<file path="config.mk">
export PLATFORM = sky130hd
export DESIGN_NAME = dtcs_flux_integ
export DESIGN_NICKNAME = d
export VERILOG_FILES = /design/src/dtcs_pkg.sv /design/src/dtcs_flux_integ.sv
export SDC_FILE = /design/constraint.sdc
export NUM_CORES = 1
export LEC_CHECK = 0
export BUFFER_PORTS_ARGS = -buffer_cell sky130_fd_sc_hd__buf_4
export CAP_MARGIN = 20
export CORE_MARGIN = 3
export CORE_UTILIZATION = 25
export DETAILED_ROUTE_END_ITERATION = 10
export GPL_ROUTABILITY_DRIVEN = 0
export PLACE_DENSITY = 0.51
export SYNTH_ARGS = -nofsm -noshare
export SYNTH_HDL_FRONTEND = slang
export SYNTH_SLANG_ARGS = --single-unit
</file>
<file path="constraint.sdc">
create_clock -name vclk -period 5.45
set_input_delay 0.2725 -clock vclk [all_inputs]
set_output_delay 0.2725 -clock vclk [all_outputs]
set_load 0.05 [all_outputs]
</file>
<file path="src/dtcs_pkg.sv">
// ----------------------------------------------------------------------------
// dtcs_pkg
// Shared types and constants for the direct torque control step block.
// ----------------------------------------------------------------------------
package dtcs_pkg;

    // fixed field widths
    localparam int TORQUE_W   = 44;
    localparam int OUT_FLUX_W = 32;
    localparam int BOUND_W    = 31;
    localparam int BOUND_SQ_W = 2 * BOUND_W;
    localparam int CFG_W      = 44;
    localparam int CFG_IDX_W  = 3;
    localparam int VEC_W      = 3;

    // result item: state, sector, torque, alpha, beta, then zero pad to bytes
    localparam int OUT_USED_W = 2 * VEC_W + TORQUE_W + 2 * OUT_FLUX_W;
    localparam int OUT_DATA_W = ((OUT_USED_W + 7) / 8) * 8;

    // sector boundary slope 1.73 as 443/256
    localparam int SECTOR_NUM   = 443;
    localparam int SECTOR_SHIFT = 8;

    // configuration register indexes
    localparam logic [CFG_IDX_W-1:0] CFG_TORQUE_UPPER = 3'd0;
    localparam logic [CFG_IDX_W-1:0] CFG_TORQUE_LOWER = 3'd1;
    localparam logic [CFG_IDX_W-1:0] CFG_FLUX_UPPER   = 3'd2;
    localparam logic [CFG_IDX_W-1:0] CFG_FLUX_LOWER   = 3'd3;
    localparam logic [CFG_IDX_W-1:0] CFG_ROTATE_CW    = 3'd4;

    typedef logic [VEC_W-1:0]            t_vec;
    typedef logic signed [TORQUE_W-1:0]  t_torque;
    typedef logic [BOUND_SQ_W-1:0]       t_bound_sq;

    // inverter voltage vectors
    localparam t_vec VEC_ZERO_LO = 3'd0;
    localparam t_vec VEC_V1      = 3'd1;
    localparam t_vec VEC_V2      = 3'd2;
    localparam t_vec VEC_V3      = 3'd3;
    localparam t_vec VEC_V4      = 3'd4;
    localparam t_vec VEC_V5      = 3'd5;
    localparam t_vec VEC_V6      = 3'd6;
    localparam t_vec VEC_ZERO_HI = 3'd7;

    // register reset values (flux bounds kept squared)
    localparam t_torque   TORQUE_UPPER_RST  = 44'sd11000000;
    localparam t_torque   TORQUE_LOWER_RST  = 44'sd9000000;
    localparam t_bound_sq FLUX_UPPER_SQ_RST = 62'd100200100;
    localparam t_bound_sq FLUX_LOWER_SQ_RST = 62'd99800100;

    // hysteresis band decisions
    typedef struct packed {
        logic torque_high;
        logic torque_low;
        logic flux_high;
        logic flux_low;
    } t_band;

endpackage

</file>
<file path="src/dtcs_flux_integ.sv">
// ----------------------------------------------------------------------------
// dtcs_flux_integ
// Adds the bus-voltage-scaled step of the held inverter vector to the flux
// vector and saturates each component at the flux width.
// ----------------------------------------------------------------------------
module dtcs_flux_integ #(
    parameter int FLUX_WIDTH   = 32,
    parameter int SAMPLE_WIDTH = 10
) (
    input  dtcs_pkg::t_vec                i_vec,
    input  logic [SAMPLE_WIDTH-1:0]       i_bus_voltage,
    input  logic signed [FLUX_WIDTH-1:0]  i_flux_alpha,
    input  logic signed [FLUX_WIDTH-1:0]  i_flux_beta,
    output logic signed [FLUX_WIDTH-1:0]  o_flux_alpha,
    output logic signed [FLUX_WIDTH-1:0]  o_flux_beta
);
    import dtcs_pkg::*;

    localparam int STEP_W = SAMPLE_WIDTH + 3;
    localparam int SUM_W  =
        ((FLUX_WIDTH > SAMPLE_WIDTH + 2) ? FLUX_WIDTH : SAMPLE_WIDTH + 2) + 1;

    logic [SAMPLE_WIDTH+2:0]   vb7;
    logic signed [STEP_W-1:0]  vb_s;
    logic signed [STEP_W-1:0]  vb2_s;
    logic signed [STEP_W-1:0]  k_s;
    logic signed [STEP_W-1:0]  d_alpha;
    logic signed [STEP_W-1:0]  d_beta;
    logic signed [SUM_W-1:0]   sum_alpha;
    logic signed [SUM_W-1:0]   sum_beta;

    // step sizes: vb, 2vb and (7vb)/4
    assign vb7   = {i_bus_voltage, 3'b000} - {3'b000, i_bus_voltage};
    assign vb_s  = $signed({3'b000, i_bus_voltage});
    assign vb2_s = $signed({2'b00, i_bus_voltage, 1'b0});
    assign k_s   = $signed({2'b00, vb7[SAMPLE_WIDTH+2:2]});

    // per-vector flux step
    always_comb begin
        d_alpha = '0;
        d_beta  = '0;
        case (i_vec)
            VEC_V1: begin
                d_alpha = vb2_s;
            end
            VEC_V2: begin
                d_alpha = vb_s;
                d_beta  = k_s;
            end
            VEC_V3: begin
                d_alpha = -vb_s;
                d_beta  = k_s;
            end
            VEC_V4: begin
                d_alpha = -vb2_s;
            end
            VEC_V5: begin
                d_alpha = -vb_s;
                d_beta  = -k_s;
            end
            VEC_V6: begin
                d_alpha = vb_s;
                d_beta  = -k_s;
            end
            default: begin
                d_alpha = '0;
                d_beta  = '0;
            end
        endcase
    end

    assign sum_alpha = SUM_W'(i_flux_alpha) + SUM_W'(d_alpha);
    assign sum_beta  = SUM_W'(i_flux_beta) + SUM_W'(d_beta);

    // saturate to the flux width
    always_comb begin
        if ((&sum_alpha[SUM_W-1:FLUX_WIDTH-1]) || !(|sum_alpha[SUM_W-1:FLUX_WIDTH-1])) begin
            o_flux_alpha = sum_alpha[FLUX_WIDTH-1:0];
        end else if (sum_alpha[SUM_W-1]) begin
            o_flux_alpha = {1'b1, {(FLUX_WIDTH-1){1'b0}}};
        end else begin
            o_flux_alpha = {1'b0, {(FLUX_WIDTH-1){1'b1}}};
        end
        if ((&sum_beta[SUM_W-1:FLUX_WIDTH-1]) || !(|sum_beta[SUM_W-1:FLUX_WIDTH-1])) begin
            o_flux_beta = sum_beta[FLUX_WIDTH-1:0];
        end else if (sum_beta[SUM_W-1]) begin
            o_flux_beta = {1'b1, {(FLUX_WIDTH-1){1'b0}}};
        end else begin
            o_flux_beta = {1'b0, {(FLUX_WIDTH-1){1'b1}}};
        end
    end

endmodule

</file>
==> results.md <==
- PD cells: 251.9 nW/µm²
- Max Fclk: 0.1792 GHz
- GR Util All Layers: 0.1655
- Clock buffers: 0
- Yosys top cell area share: 0.1656
- Failing checks: negative setup slack
- Crit path kind: input pin to output port
- Die Y: 154.5 µm
- DRC viols: 0
- First-pass DRT Iterations: 5
- Final critical-path setup slack: -0.1317 ns
- Register area: 0 µm²
- Status: finished with violations
- DP Cell Count: about 1300
- Slowest stage delay, CP: 0.39 ns
- Internal power: 801.8 µW
- CP required: around 5.2 ns
- Final worst path period share: 1.024
- Mapped Cells: approximately 850
- Seq_cells: 0
- Highest-delay cell along the critical path: or3_4
- Largest net degree at the start of global routing: 38
- Final Core Density: 0.3893
- Final setup viols: 26
- Leak: 0.003684 µW
- Vias in the first global route: roughly 6600
- YS warnings: 0
- RSZ-0062 raised after global routing: yes
- Slew @ Worst Pin: 0.5233 ns
- Synth Net Count: 1005
- Seq pwr share: 0
- Hold Crit Class: input pin to output port
- Initial Util: 0.2583
- Cell taking the most area after synthesis: ha_1
- Initial antenna violation count: 0
- Initial drt markers: 388
- Worst setup EP type: output port
- Share of post-route cells with drive strength above 1: 0.3074
- Post-layout nets: between 1000 and 1500
- Min Hold Slack: 1.152 ns
- Max_cap viols: 0
- Crit path launch type: input pin
- Seq/Total Area, Yosys: 0
- Worst-path fanout max: 9
- Final min period: roughly 5.6 ns
- Synth unique cells: 70
- DP HPWL: roughly 17000 µm
- IO Count: 141
- Clock network power share: 0
- Post-Syn Area: 5515 µm²
- Power, Total: 2094 µW
- Met2 usage: 0.2816
- Post-CTS Hold Buffers: 0
- Die W: 154.5 µm
- # port buffers: between 100 and 150
- Global-route wire length before repair: 33770 µm
- Slew HR: 0.6506
- Sw Pwr: around 1300 µW
- Combinational share of power: 1.000
- Switching share of power: 0.6171
- Post-route ant nets: 0
- Routed length per instance: about 16 µm
- Top Usage Layer GRT: met2
- Largest cells by area after synthesis: ha_1 17%, o21ai_0 9.3%, a21oi_1 8.5%, xnor2_1 6.8%, nand2_1 5.0%
- Avg Inst Size Synth: 6.466 µm²
- Final count of hold timing violations: 0
- Row count: 53
- Final Slew Violations: 0
- Area grow syn2layout: 50.73%
- Met1 Track Usage GR: 0.2398
- Core Area: 21350 µm²
- Non-Filler Instances: roughly 1300
- Most used cell, CP: buf_6
- Data arrival, critical path: 5.31 ns
- Antenna diodes: 0
- DR vias: roughly 7000
- Die area: 23880 µm²
- Met3 GRT Util: 0.01343
- Mean number of vias per cell: roughly 5.3
- Routed Wire Length: about 21000 µm
- Total gr overflow: 0
- Worst VDD drop: approximately 0.00024 V
metrics by stage:
stage | setup TNS, ns | setup slack [ns] | instance area [µm²]
after floorplan | -0.5153 | -0.03098 | 6001
after global placement | -0.2568 | -0.03859 | 7800
after detailed placement | -1.005 | -0.1316 | 7800
after CTS | -0.1346 | -0.02479 | 7951
after global routing | -6.047 | -0.2544 | 8313
final | -2.240 | -0.1317 | 8313
layer usage:
metal | vias to the layer above | wire (µm) | share of wire
met5 | - | 0 | 0
met4 | 0 | 102 | 0.0048
met3 | 8 | 1122 | 0.052
met2 | 163 | 9957 | 0.47
met1 | 3249 | 10230 | 0.48
li1 | 3557 | - | -
power groups by stage:
stage	clock network [µW]	registers [µW]	logic, µW
2_1_floorplan	0	0	1390
3_3_place_gp	0	0	1960
3_5_place_dp	0	0	1950
4_1_cts	0	0	2010
5_1_grt	0	0	2240
6_report	0	0	2090
cell type report:
cell class         instances  area (µm²)
well taps                275       344.1
fillers                 2309       13040
multi-input cells        766        5763
inverters                 40       152.6
repair buffers           235        2053
cell families after synthesis:
family / Yosys count / share of synthesized area
compound gates: 362 / 0.4217
simple gates: 247 / 0.2119
buf+inv: 87 / 0.06125
fa+ha+maj: 81 / 0.1838
xor+xnor: 73 / 0.1159
mux: 3 / 0.005445
synthesized netlist by cell type (all sizes together), types with 4 or more instances:
cell type  number
o21ai         105
a21oi          96
nand2          74
ha             73
nor2           69
xnor2          43
clkbuf         40
inv            40
a21o           33
xor2           30
nor3           27
nand3          23
a31oi          17
o21a           15
a211oi         11
nor2b           9
and2            8
nand2b          8
o211ai          8
buf             7
nand4           7
o21bai          7
or3             7
a211o           6
a32o            6
maj3            6
a221oi          5
and3            5
o221ai          5
o22ai           5
o31ai           5
a311oi          4
a41oi           4
o41ai           4
layout by cell type, fill, tap and decap left out, types with 9 or more instances in the layout:
master and count:
o21ai_0 71, a21o_1 33, xor2_1 30, o21ai_1 10, inv_1 38, nor2b_1 9, o21a_1 14, xnor2_1 41
nor3_1 23, nand2_1 73, a21oi_1 88, o21ai_4 21, ha_1 66, a31oi_1 15, nand3_1 22, nor2_1 68
buf_6 35, buf_4 186
final timing paths:
kind | from | end | slack [ns] | cells past startpoint
max | i_bus_voltage[3] | o_flux_beta[23] | -0.13 | 26
min | i_flux_beta[0] | o_flux_beta[0] | 1.15 | 5
what timing repair did:
item	4_1_cts	5_1_grt
gates cloned	1	1
pin swaps	0	24
resized for setup	20	60
setup buffers	6	14
endpoints found under the setup margin	23	62
worst max-delay path, delay by kind of cell:
kind	cells	cell delay [ns]
adders and majority gates	2	0.59
xor gates and xnor gates	1	0.10
and+or+nand+nor	3	0.81
buffers and inverters	7	0.99
AOI/OAI and AO/OA	13	2.52
(Power assumes the default switching activity.)
