[config.mk]
export PLATFORM = sky130hd
export DESIGN_NAME = dtcs_switch_sel
export DESIGN_NICKNAME = d
export VERILOG_FILES = /design/src/dtcs_pkg.sv /design/src/dtcs_switch_sel.sv
export SDC_FILE = /design/constraint.sdc
export NUM_CORES = 1
export LEC_CHECK = 0
export ABC_AREA = 0
export BUFFER_PORTS_ARGS = -buffer_cell sky130_fd_sc_hd__buf_2
export CAP_MARGIN = 20
export CORE_AREA = 3 3 40 42
export DETAILED_ROUTE_END_ITERATION = 10
export DIE_AREA = 0 0 43 45
export SLEW_MARGIN = 5
export SYNTH_ARGS = -nofsm -noshare
export SYNTH_HDL_FRONTEND = slang
export SYNTH_SLANG_ARGS = --single-unit
[constraint.sdc]
create_clock -name vclk -period 2.52
set_clock_uncertainty 0.1 [all_clocks]
set_input_delay 0.252 -clock vclk [all_inputs]
set_output_delay 0.252 -clock vclk [all_outputs]
set_load 0.01 [all_outputs]
[src/dtcs_pkg.sv]
// ----------------------------------------------------------------------------
// dtcs_pkg
// Shared types and constants for the direct torque control step block.
// ----------------------------------------------------------------------------
package dtcs_pkg;

    // fixed field widths
    localparam int TORQUE_W   = 44;
    localparam int OUT_FLUX_W = 32;
    localparam int BOUND_W    = 31;
    localparam int BOUND_SQ_W = 2 * BOUND_W;
    localparam int CFG_W      = 44;
    localparam int CFG_IDX_W  = 3;
    localparam int VEC_W      = 3;

    // result item: state, sector, torque, alpha, beta, then zero pad to bytes
    localparam int OUT_USED_W = 2 * VEC_W + TORQUE_W + 2 * OUT_FLUX_W;
    localparam int OUT_DATA_W = ((OUT_USED_W + 7) / 8) * 8;

    // sector boundary slope 1.73 as 443/256
    localparam int SECTOR_NUM   = 443;
    localparam int SECTOR_SHIFT = 8;

    // configuration register indexes
    localparam logic [CFG_IDX_W-1:0] CFG_TORQUE_UPPER = 3'd0;
    localparam logic [CFG_IDX_W-1:0] CFG_TORQUE_LOWER = 3'd1;
    localparam logic [CFG_IDX_W-1:0] CFG_FLUX_UPPER   = 3'd2;
    localparam logic [CFG_IDX_W-1:0] CFG_FLUX_LOWER   = 3'd3;
    localparam logic [CFG_IDX_W-1:0] CFG_ROTATE_CW    = 3'd4;

    typedef logic [VEC_W-1:0]            t_vec;
    typedef logic signed [TORQUE_W-1:0]  t_torque;
    typedef logic [BOUND_SQ_W-1:0]       t_bound_sq;

    // inverter voltage vectors
    localparam t_vec VEC_ZERO_LO = 3'd0;
    localparam t_vec VEC_V1      = 3'd1;
    localparam t_vec VEC_V2      = 3'd2;
    localparam t_vec VEC_V3      = 3'd3;
    localparam t_vec VEC_V4      = 3'd4;
    localparam t_vec VEC_V5      = 3'd5;
    localparam t_vec VEC_V6      = 3'd6;
    localparam t_vec VEC_ZERO_HI = 3'd7;

    // register reset values (flux bounds kept squared)
    localparam t_torque   TORQUE_UPPER_RST  = 44'sd11000000;
    localparam t_torque   TORQUE_LOWER_RST  = 44'sd9000000;
    localparam t_bound_sq FLUX_UPPER_SQ_RST = 62'd100200100;
    localparam t_bound_sq FLUX_LOWER_SQ_RST = 62'd99800100;

    // hysteresis band decisions
    typedef struct packed {
        logic torque_high;
        logic torque_low;
        logic flux_high;
        logic flux_low;
    } t_band;

endpackage

[src/dtcs_switch_sel.sv]
// ----------------------------------------------------------------------------
// dtcs_switch_sel
// Hysteresis switching table: picks the next inverter vector from the band
// decisions, the flux sector and the rotation direction.
// ----------------------------------------------------------------------------
module dtcs_switch_sel (
    input  dtcs_pkg::t_band  i_band,
    input  dtcs_pkg::t_vec   i_sector,
    input  dtcs_pkg::t_vec   i_prev_vec,
    input  logic             i_rotate_cw,
    output dtcs_pkg::t_vec   o_vec
);
    import dtcs_pkg::*;

    logic [3:0] sec4;
    logic [3:0] cand;
    logic [3:0] wrapped;
    logic       prev_active;

    assign sec4 = {1'b0, i_sector};

    // table lookup as sector offset, zero means zero request
    always_comb begin
        if (i_band.torque_high) begin
            if (i_band.flux_high) begin
                cand = i_rotate_cw ? sec4 + 4'd2 : sec4 + 4'd4;
            end else if (i_band.flux_low) begin
                cand = sec4;
            end else begin
                cand = 4'd0;
            end
        end else if (i_band.torque_low) begin
            if (i_band.flux_high) begin
                cand = i_rotate_cw ? sec4 + 4'd4 : sec4 + 4'd2;
            end else begin
                cand = i_rotate_cw ? sec4 + 4'd5 : sec4 + 4'd1;
            end
        end else begin
            cand = 4'd0;
        end
    end

    // wrap past vector six
    assign wrapped     = (cand > 4'd6) ? cand - 4'd6 : cand;
    assign prev_active = (i_prev_vec != VEC_ZERO_LO) && (i_prev_vec != VEC_ZERO_HI);

    // zero request picks the zero vector one switch away
    always_comb begin
        if (wrapped != 4'd0) begin
            o_vec = wrapped[VEC_W-1:0];
        end else if (prev_active) begin
            o_vec = i_prev_vec[0] ? VEC_ZERO_LO : VEC_ZERO_HI;
        end else begin
            o_vec = i_prev_vec;
        end
    end

endmodule

==> results of run 1 <==
[worst paths after layout]
| path | startpoint | endpoint | slack (ps) | cells past startpoint |
|---|---|---|---|---|
| setup / recovery | i_sector[1] | o_vec[2] | 60 | 10 |
| hold / removal | i_band[0] | o_vec[0] | 950 | 5 |
[worst max-delay path: cells and delay by family]
family          cells  cell delay, ps
compound gates      3             680
simple gates        3             550
buf+inv             3             380
fa+ha+maj           1             240
[cells in the final DEF, fill, tap and decap left out, drive strengths merged]
| cell | n |
|---|---|
| a21o | 1 |
| a21oi | 4 |
| a221o | 1 |
| a22oi | 1 |
| a311o | 2 |
| a31oi | 1 |
| buf | 19 |
| ha | 4 |
| inv | 1 |
| maj3 | 1 |
| mux2 | 1 |
| mux2i | 1 |
| nand2 | 4 |
| nand2b | 6 |
| nand3 | 3 |
| nand3b | 2 |
| nor2 | 4 |
| nor3 | 2 |
| o211ai | 3 |
| o21bai | 1 |
| o22ai | 2 |
| or2 | 1 |
| or2b | 1 |
| or3 | 1 |
| or4b | 1 |
| xnor2 | 1 |
| xor2 | 1 |
[area by class of cell]
cell class / instances / share of cell area (%)
inverters: 1 / 0.677
well taps: 15 / 3.39
repair buffers: 19 / 22.1
multi-input cells: 50 / 73.8
[kinds of logic after synthesis]
kind of cell	count (synthesis)
compound gates	16
simple gates	25
xor+xnor	2
mux	2
buf+inv	3
fa+ha+maj	5
[per-layer routing]
metal,part of all wire (%),wire length (µm),track usage (%)
met3,4.8,48,0.398
met4,0,0,0
met5,0,0,0
met2,48,473,14.4
met1,47,468,15.0
[power by group through the flow]
stage          Sequential (mW)  Clock, mW  Combinational (mW)
2_1_floorplan                0          0              0.0673
3_3_place_gp                 0          0               0.104
3_5_place_dp                 0          0               0.106
4_1_cts                      0          0               0.106
5_1_grt                      0          0               0.149
6_report                     0          0               0.134
[repair_timing]
action,CTS,global route
buffers inserted,0,1
gates resized for setup,0,13
endpoints found under the setup margin,0,2
==> impl_results.md, run 1 <==
* Share of layout cells above drive strength 1 at 40.0%
* Compound-Gate Fraction of Synth Area at just over 30%
* Post-route minimum period at 2460 ps
* Vias/cell at 5.38
* Simple-gate area share of the yosys netlist at approximately 38%
* Dominant cells by area after synthesis: ha_1 (13%), nand2b_1 (8.4%), o211ai_1 (6.0%)
* Mean area per synthesized cell at 7.04 µm²
* Critical Path Sink Type: output port
* Slew HR at 82.8%
* Most common cell in the synthesized netlist: nand2b_1
* Setup TNS at 0 ps
* Leak pwr at 0.229 nW
* NetSw at 0.0631 mW
* Final worst slack at 64.6 ps
* Wire per inst at 11.6 µm
* Area of the multi-input gates at 409 µm²
* Placement Rows at 13
* Clock buf count at 0
* Comb pwr share at between 90% and 100%
* Slowest cell on crit path: a311o_1
* Via count at roughly 460
* Post-route cell area at between 500 and 600 µm²
* Die width at 43 µm
* Largest family of logic cells by synthesized area: simple AND/OR/NAND/NOR gates
* Synth area leader: ha_1
* Initial Util at 29.0%
* Fmax at 0.407 GHz
* Critical path's largest stage delay at roughly 430 ps
* CP required at 2170 ps
* Drt drc at 0
* Syn_nets at 68
* Nets at 87
* Sequential cell count at 0
* CTS Hold Bufs at 0
* Drt first pass iters at 4
* Status: finished clean
* N_diodes at 0
* Synth top cells by count: nand2b_1 (5), a21oi_1 (4), ha_1 (4), nand2_1 (4), nor2_1 (4)
* Critical-path maximum fanout at 6
* Register area at 0 µm²
* Setup crit start kind: primary input
* Util after Layout at 43.1%
* Die area at 1940 µm²
* Clock share of power at 0%
* Critical Path Most Common Cell: buf_6
* Slew Viols, Final at 0
* Critical-path cell list: buf_4 > ha_4 > nand2_1 > o211ai_1 > a311o_1 > buf_6 > or3_4 > a21oi_2 > nand2b_4 > buf_6
* Final Hold Fails at 0
* Synth warnings at 0
* Area delta synth->final at 48.7%
* Mux cell area share after synthesis at 5.70%
* Overflow after GRT at 0
* Synth unique cells at 29
* Tcrit/Tclk final at 97.4%
* Total GRT Usage at 9.29%
* Slew @ Worst Pin at between 200 and 300 ps
* Setup CP Type: in -> out
* Vias in the first global route at between 300 and 400
* Power Density at 243 nW/µm²
* Antenna viol nets, final at 0
* Proportion of synthesized chip area in sequential cells at 0%
* Placed cell area at 475 µm²
* Adder-Cell Fraction of Synth Area at 16.1%
* Non-Filler Instances at 85
* Mapped Cells at 53
* IO buf count at 14
* Post-Synth XOR/XNOR Area at between 4 and 5%
* Placed cell count at 84
* # IOs at 14
* Switching Share at 47.0%
* Post-detail-place hpwl at ~730 µm
* Core area at 1280 µm²
* Worst EP arrival at 2100 ps
* Maximum vdd ir drop at 0.122 mV
* Iteration-0 DRC Markers at 6
* Synth Cell Area at 373 µm²
* Initial antenna violation count at 0
* Setup WS pre-CTS at ~26 ps
* Power, Total at 0.134 mW
* Routability Congestion at 0.867
* Setup violators final at 0
* Total wire length at just under 1000 µm
* Max-cap violations at 0
* Hold Crit Class: in -> out
* Largest net degree at the start of global routing at 14
* Hold slack at 950 ps
* Post-synth top area share at 13.4%
* Global-route wire length before repair at 1480 µm
* Pint at 0.0713 mW
* DIE HEIGHT at 45 µm
* Sequential share of power at 0%
* # fillers at 134
(Power assumes the default switching activity.)
==> run 2: changes to the inputs <==
--- a/config.mk
+++ b/config.mk
@@ -8,9 +8,9 @@
 export ABC_AREA = 0
 export BUFFER_PORTS_ARGS = -buffer_cell sky130_fd_sc_hd__buf_2
 export CAP_MARGIN = 20
-export CORE_AREA = 3 3 40 42
+export CORE_AREA = 2 2 39 41
 export DETAILED_ROUTE_END_ITERATION = 10
-export DIE_AREA = 0 0 43 45
+export DIE_AREA = 0 0 41 43
 export SLEW_MARGIN = 5
 export SYNTH_ARGS = -nofsm -noshare
 export SYNTH_HDL_FRONTEND = slang
==> impl_results.md, run 2 (synthesis gave the netlist of run 1 again) <==
* # fillers at 141 (was 134)
* Max-cap violations at 0 (unchanged)
* Power Density at 224 nW/µm² (was 243 nW/µm²)
* Drt drc at 0 (unchanged)
* Sequential cell count at 0 (unchanged)
* Setup crit start kind: primary input (unchanged)
* Slew Viols, Final at 0 (unchanged)
* Setup TNS at 0 ps (unchanged)
* Power, Total at 0.122 mW (was 0.134 mW)
* Slew HR at 86.5% (was 82.8%)
* CP required at 2170 ps (about the same)
* Tcrit/Tclk final at 96.9% (was 97.4%)
* Worst EP arrival at 2090 ps (was 2100 ps)
* Final Hold Fails at 0 (unchanged)
* N_diodes at 0 (unchanged)
* Critical Path Sink Type: output port (unchanged)
* Critical-path maximum fanout at 6 (unchanged)
* Fmax at 0.409 GHz (was 0.407 GHz)
* Register area at 0 µm² (unchanged)
* Die area at 1760 µm² (was 1940 µm²)
* Overflow after GRT at 0 (unchanged)
* Largest net degree at the start of global routing at 14 (unchanged)
* Via count at 450 (was 457)
* Critical Path Most Common Cell: buf_2 (was buf_6)
* DIE HEIGHT at 43 µm (was 45 µm)
* Area delta synth->final at 46.6% (was 48.7%)
* Critical-path cell list: buf_2 > ha_2 > xnor2_2 > nor3_2 > a311o_1 > buf_4 > or3_1 > a21oi_2 > nand2b_1 > buf_2 (was buf_4 > ha_4 > nand2_1 > o211ai_1 > a311o_1 > buf_6 > or3_4 > a21oi_2 > nand2b_4 > buf_6)
* Maximum vdd ir drop at 0.114 mV (was 0.122 mV)
* Antenna viol nets, final at 0 (unchanged)
* Placement Rows at 14 (was 13)
* Leading cell type in the layout, fill and taps excluded: buf_2 (unchanged)
* Total GRT Usage at 10.6% (was 9.29%)
* Routability Congestion at 0.715 (was 0.867)
* Final worst slack at 77.0 ps (was 64.6 ps)
* Post-route minimum period at 2440 ps (was 2460 ps)
* Critical path's largest stage delay at 360 ps (was 430 ps)
* Area of the multi-input gates at 399 µm² (was 409 µm²)
* Post-detail-place hpwl at 747 µm (was 727 µm)
* Iteration-0 DRC Markers at 5 (was 6)
* Most frequent cells in the layout: buf_2 (12), nand2b_1 (5), buf_4 (5), nand2_1 (4) (was buf_2 (11), buf_4 (6), nand2_1 (4), nand2b_1 (4))
* Drt first pass iters at 4 (unchanged)
* Initial antenna violation count at 0 (unchanged)
* Non-Filler Instances at 86 (was 85)
* Wire per inst at 11.8 µm (was 11.6 µm)
* Setup violators final at 0 (unchanged)
* Hold Crit Class: in -> out (unchanged)
* IO buf count at 14 (unchanged)
* Total wire length at 1020 µm (was 990 µm)
* Global-route wire length before repair at 1410 µm (was 1480 µm)
* Post-CTS setup buffers at 0 (unchanged)
* Slew @ Worst Pin at 203 ps (was 259 ps)
* RSZ-0062 raised after global routing: yes
* Placed cell count at 86 (was 84)
* # IOs at 14 (unchanged)
* Setup CP Type: in -> out (unchanged)
* Nets at 87 (unchanged)
* Vias in the first global route at 387 (was 358)
* Status: finished clean (unchanged)
* Clock buf count at 0 (unchanged)
* Setup WS pre-CTS at 18.1 ps (was 25.9 ps)
* Slowest cell on crit path: or3_1 (was a311o_1)
* Share of layout cells above drive strength 1 at 40.0% (unchanged)
* Leak pwr at 0.233 nW (was 0.229 nW)
* Die width at 41 µm (was 43 µm)
* Vias/cell at 5.23 (was 5.38)
* Core area at 1380 µm² (was 1280 µm²)
* Initial Util at 26.9% (was 29.0%)
-- run 2: worst max-delay path: cells and delay by family --
family / cells / cell delay, ps
adders and majority gates: 1 / 230
buffers and inverters: 3 / 450
xor gates and xnor gates: 1 / 120
AOI/OAI and AO/OA: 2 / 500
and+or+nand+nor: 3 / 530
-- run 2: path summary, 6_finish.rpt --
| kind | slack (ps) | cells past startpoint | endpoint | startpoint |
|---|---|---|---|---|
| worst max-delay path | 80 | 10 | o_vec[2] | i_sector[1] |
| worst min-delay path | 970 | 5 | o_vec[0] | i_band[0] |
-- run 2: power by group --
part | leakage (nW) | internal, mW | switching (mW) | total [mW]
Clock | 0 | 0 | 0 | 0
Combinational | 0.233 | 0.0624 | 0.0601 | 0.122
Sequential | 0 | 0 | 0 | 0
-- run 2: final cells by class --
cell class / instances / share of cell area (%)
tap: 16 / 3.66
inverter: 1 / 0.686
timing repair buffer: 19 / 22.7
multi-input combinational: 50 / 73.0
-- run 2: metrics by stage --
stage | utilization [%] | hold WS, ps | area [µm²]
final | 39.5 | 967 | 547
after global routing | 39.5 | 1010 | 547
after CTS | 35.0 | 978 | 484
after detailed placement | 35.0 | 970 | 484
after global placement | 35.0 | 970 | 484
after floorplan | - | 712 | 373
-- run 2: repair_timing --
action / 4_1_cts / 5_1_grt
resized for setup: 0 / 14
hold buffers: 0 / 0
setup endpoints to repair: 0 / 3
-- run 2: routing by layer --
metal | GRT usage, % | part of all wire, %
met3 | 0 | 5.0
met5 | 0 | 0
met1 | 12.3 | 42
met4 | 0 | 0
met2 | 20.9 | 53
==> run 3: changes to the inputs <==
--- a/config.mk
+++ b/config.mk
@@ -11,6 +11,7 @@
 export CORE_AREA = 2 2 39 41
 export DETAILED_ROUTE_END_ITERATION = 10
 export DIE_AREA = 0 0 41 43
+export RECOVER_POWER = 25
 export SLEW_MARGIN = 5
 export SYNTH_ARGS = -nofsm -noshare
 export SYNTH_HDL_FRONTEND = slang
==> impl_results.md, run 3 (synthesis gave the netlist of run 1 again) <==
* Setup violators final at 0 (unchanged)
* Overflow after GRT at 0 (unchanged)
* Slew HR at 86.5% (unchanged)
* Most frequent cells in the layout: buf_2 (11), nand2b_1 (5), buf_4 (5), nand2_1 (4) (was buf_2 (12), nand2b_1 (5), buf_4 (5), nand2_1 (4))
* Hold Path Cell Cnt at 5 (unchanged)
* Largest net degree at the start of global routing at 14 (unchanged)
* Nets at 87 (unchanged)
* Hold slack at 967 ps (unchanged)
* Setup TNS at 0 ps (unchanged)
* Vias in the first global route at 387 (unchanged)
* Post-detail-place hpwl at 747 µm (unchanged)
* Post-route minimum period at 2440 ps (unchanged)
* DIE HEIGHT at 43 µm (unchanged)
* Final Hold Fails at 0 (unchanged)
* # fillers at 142 (was 141)
* CP required at 2170 ps (about the same)
* Slew Viols, Final at 0 (unchanged)
* Initial Util at 26.9% (unchanged)
* Fmax at 0.409 GHz (unchanged)
* Hold Crit Class: in -> out (unchanged)
* Total GRT Usage at 10.6% (unchanged)
* Iteration-0 DRC Markers at 5 (unchanged)
* Vias/cell at 5.23 (unchanged)
* Slowest cell on crit path: or3_1 (unchanged)
* Setup CP Type: in -> out (unchanged)
* IO buf count at 14 (unchanged)
* Die area at 1760 µm² (unchanged)
* Power, Total at 0.122 mW (about the same)
* Tcrit/Tclk final at 96.9% (unchanged)
* Clock buf count at 0 (unchanged)
* Post-route cell area at 546 µm² (was 547 µm²)
* Power Density at 223 nW/µm² (was 224 nW/µm²)
* Non-Filler Instances at 86 (unchanged)
* Wire per inst at 11.8 µm (about the same)
* Util after Layout at 39.4% (was 39.5%)
* Placed cell count at 86 (unchanged)
* Critical path depth at 10 (unchanged)
* Critical path's largest stage delay at 360 ps (about the same)
* Placement Rows at 14 (unchanged)
* Via count at 450 (unchanged)
* Leak pwr at 0.230 nW (was 0.233 nW)
* Core area at 1380 µm² (unchanged)
* Register area at 0 µm² (unchanged)
* Critical Path Most Common Cell: buf_2 (unchanged)
* Die width at 41 µm (unchanged)
* Antenna viol nets, final at 0 (unchanged)
* Drt first pass iters at 4 (unchanged)
* Share of layout cells above drive strength 1 at 38.6% (was 40.0%)
* Critical Path Sink Type: output port (unchanged)
* Final worst slack at 77.0 ps (unchanged)
* Status: finished clean (unchanged)
* Maximum vdd ir drop at 0.114 mV (about the same)
* Setup crit start kind: primary input (unchanged)
* Critical-path cell list: buf_2 > ha_2 > xnor2_2 > nor3_2 > a311o_1 > buf_4 > or3_1 > a21oi_2 > nand2b_1 > buf_2 (unchanged)
* Critical-path maximum fanout at 6 (unchanged)
* Placed cell area at 484 µm² (unchanged)
* Initial antenna violation count at 0 (unchanged)
* Worst EP arrival at 2090 ps (about the same)
* Area delta synth->final at 46.3% (was 46.6%)
* Max-cap violations at 0 (unchanged)
* Drt drc at 0 (unchanged)
* Setup WS pre-CTS at 18.1 ps (unchanged)
* Leading cell type in the layout, fill and taps excluded: buf_2 (unchanged)
* Slew @ Worst Pin at 203 ps (unchanged)
* # IOs at 14 (unchanged)
* Routability Congestion at 0.715 (unchanged)
* N_diodes at 0 (unchanged)
* WP buf/inv at 3 (unchanged)
* Global-route wire length before repair at 1410 µm (unchanged)
* Crit-path leading delay family: simple AND/OR/NAND/NOR gates (unchanged)
* Sequential cell count at 0 (unchanged)
* Total wire length at 1020 µm (about the same)
* RSZ-0062 raised after global routing: yes (unchanged)
run 3: cell types whose count changed in the layout (fill, tap and decap cells not counted), sizes merged:
| cell | before | now |
|---|---|---|
| buf | 19 | 18 |
| clkbuf | 0 | 1 |
run 3: layout make-up:
type	instances	area, µm²	area share, %
multi-input combinational	50	399	73.2
timing repair buffer	19	123	22.5
tap	16	20.0	3.67
inverter	1	3.75	0.688
run 3: tightest hold or removal path, cell delays in order:
cell and delay (ps):
buf_2 100, o211ai_1 80, nand3_1 140, or2_1 120
buf_2 120
run 3: path summary, 6_finish.rpt:
| check | startpoint | slack (ps) | to |
|---|---|---|---|
| worst max-delay path | i_sector[1] | 80 | o_vec[2] |
| worst min-delay path | i_band[0] | 970 | o_vec[0] |
run 3: what timing repair did:
item	CTS	global route
setup buffers	0	0
resized for setup	0	14
hold buffers	0	0
setup endpoints to repair	0	3
hold endpoints to repair	0	0
run 3: report_power, final:
| group | switching (mW) | internal, mW |
|---|---|---|
| clock network | 0 | 0 |
| registers | 0 | 0 |
| logic | 0.0602 | 0.0615 |
run 3: metal layers:
layer  share of wire, %  GRT usage (%)  vias to the layer above
met5                  0              0                        -
met4                  0              0                        0
met3                5.0              0                        0
met2                 53           20.9                       13
met1                 42           12.3                      201
li1                   -              -                      236
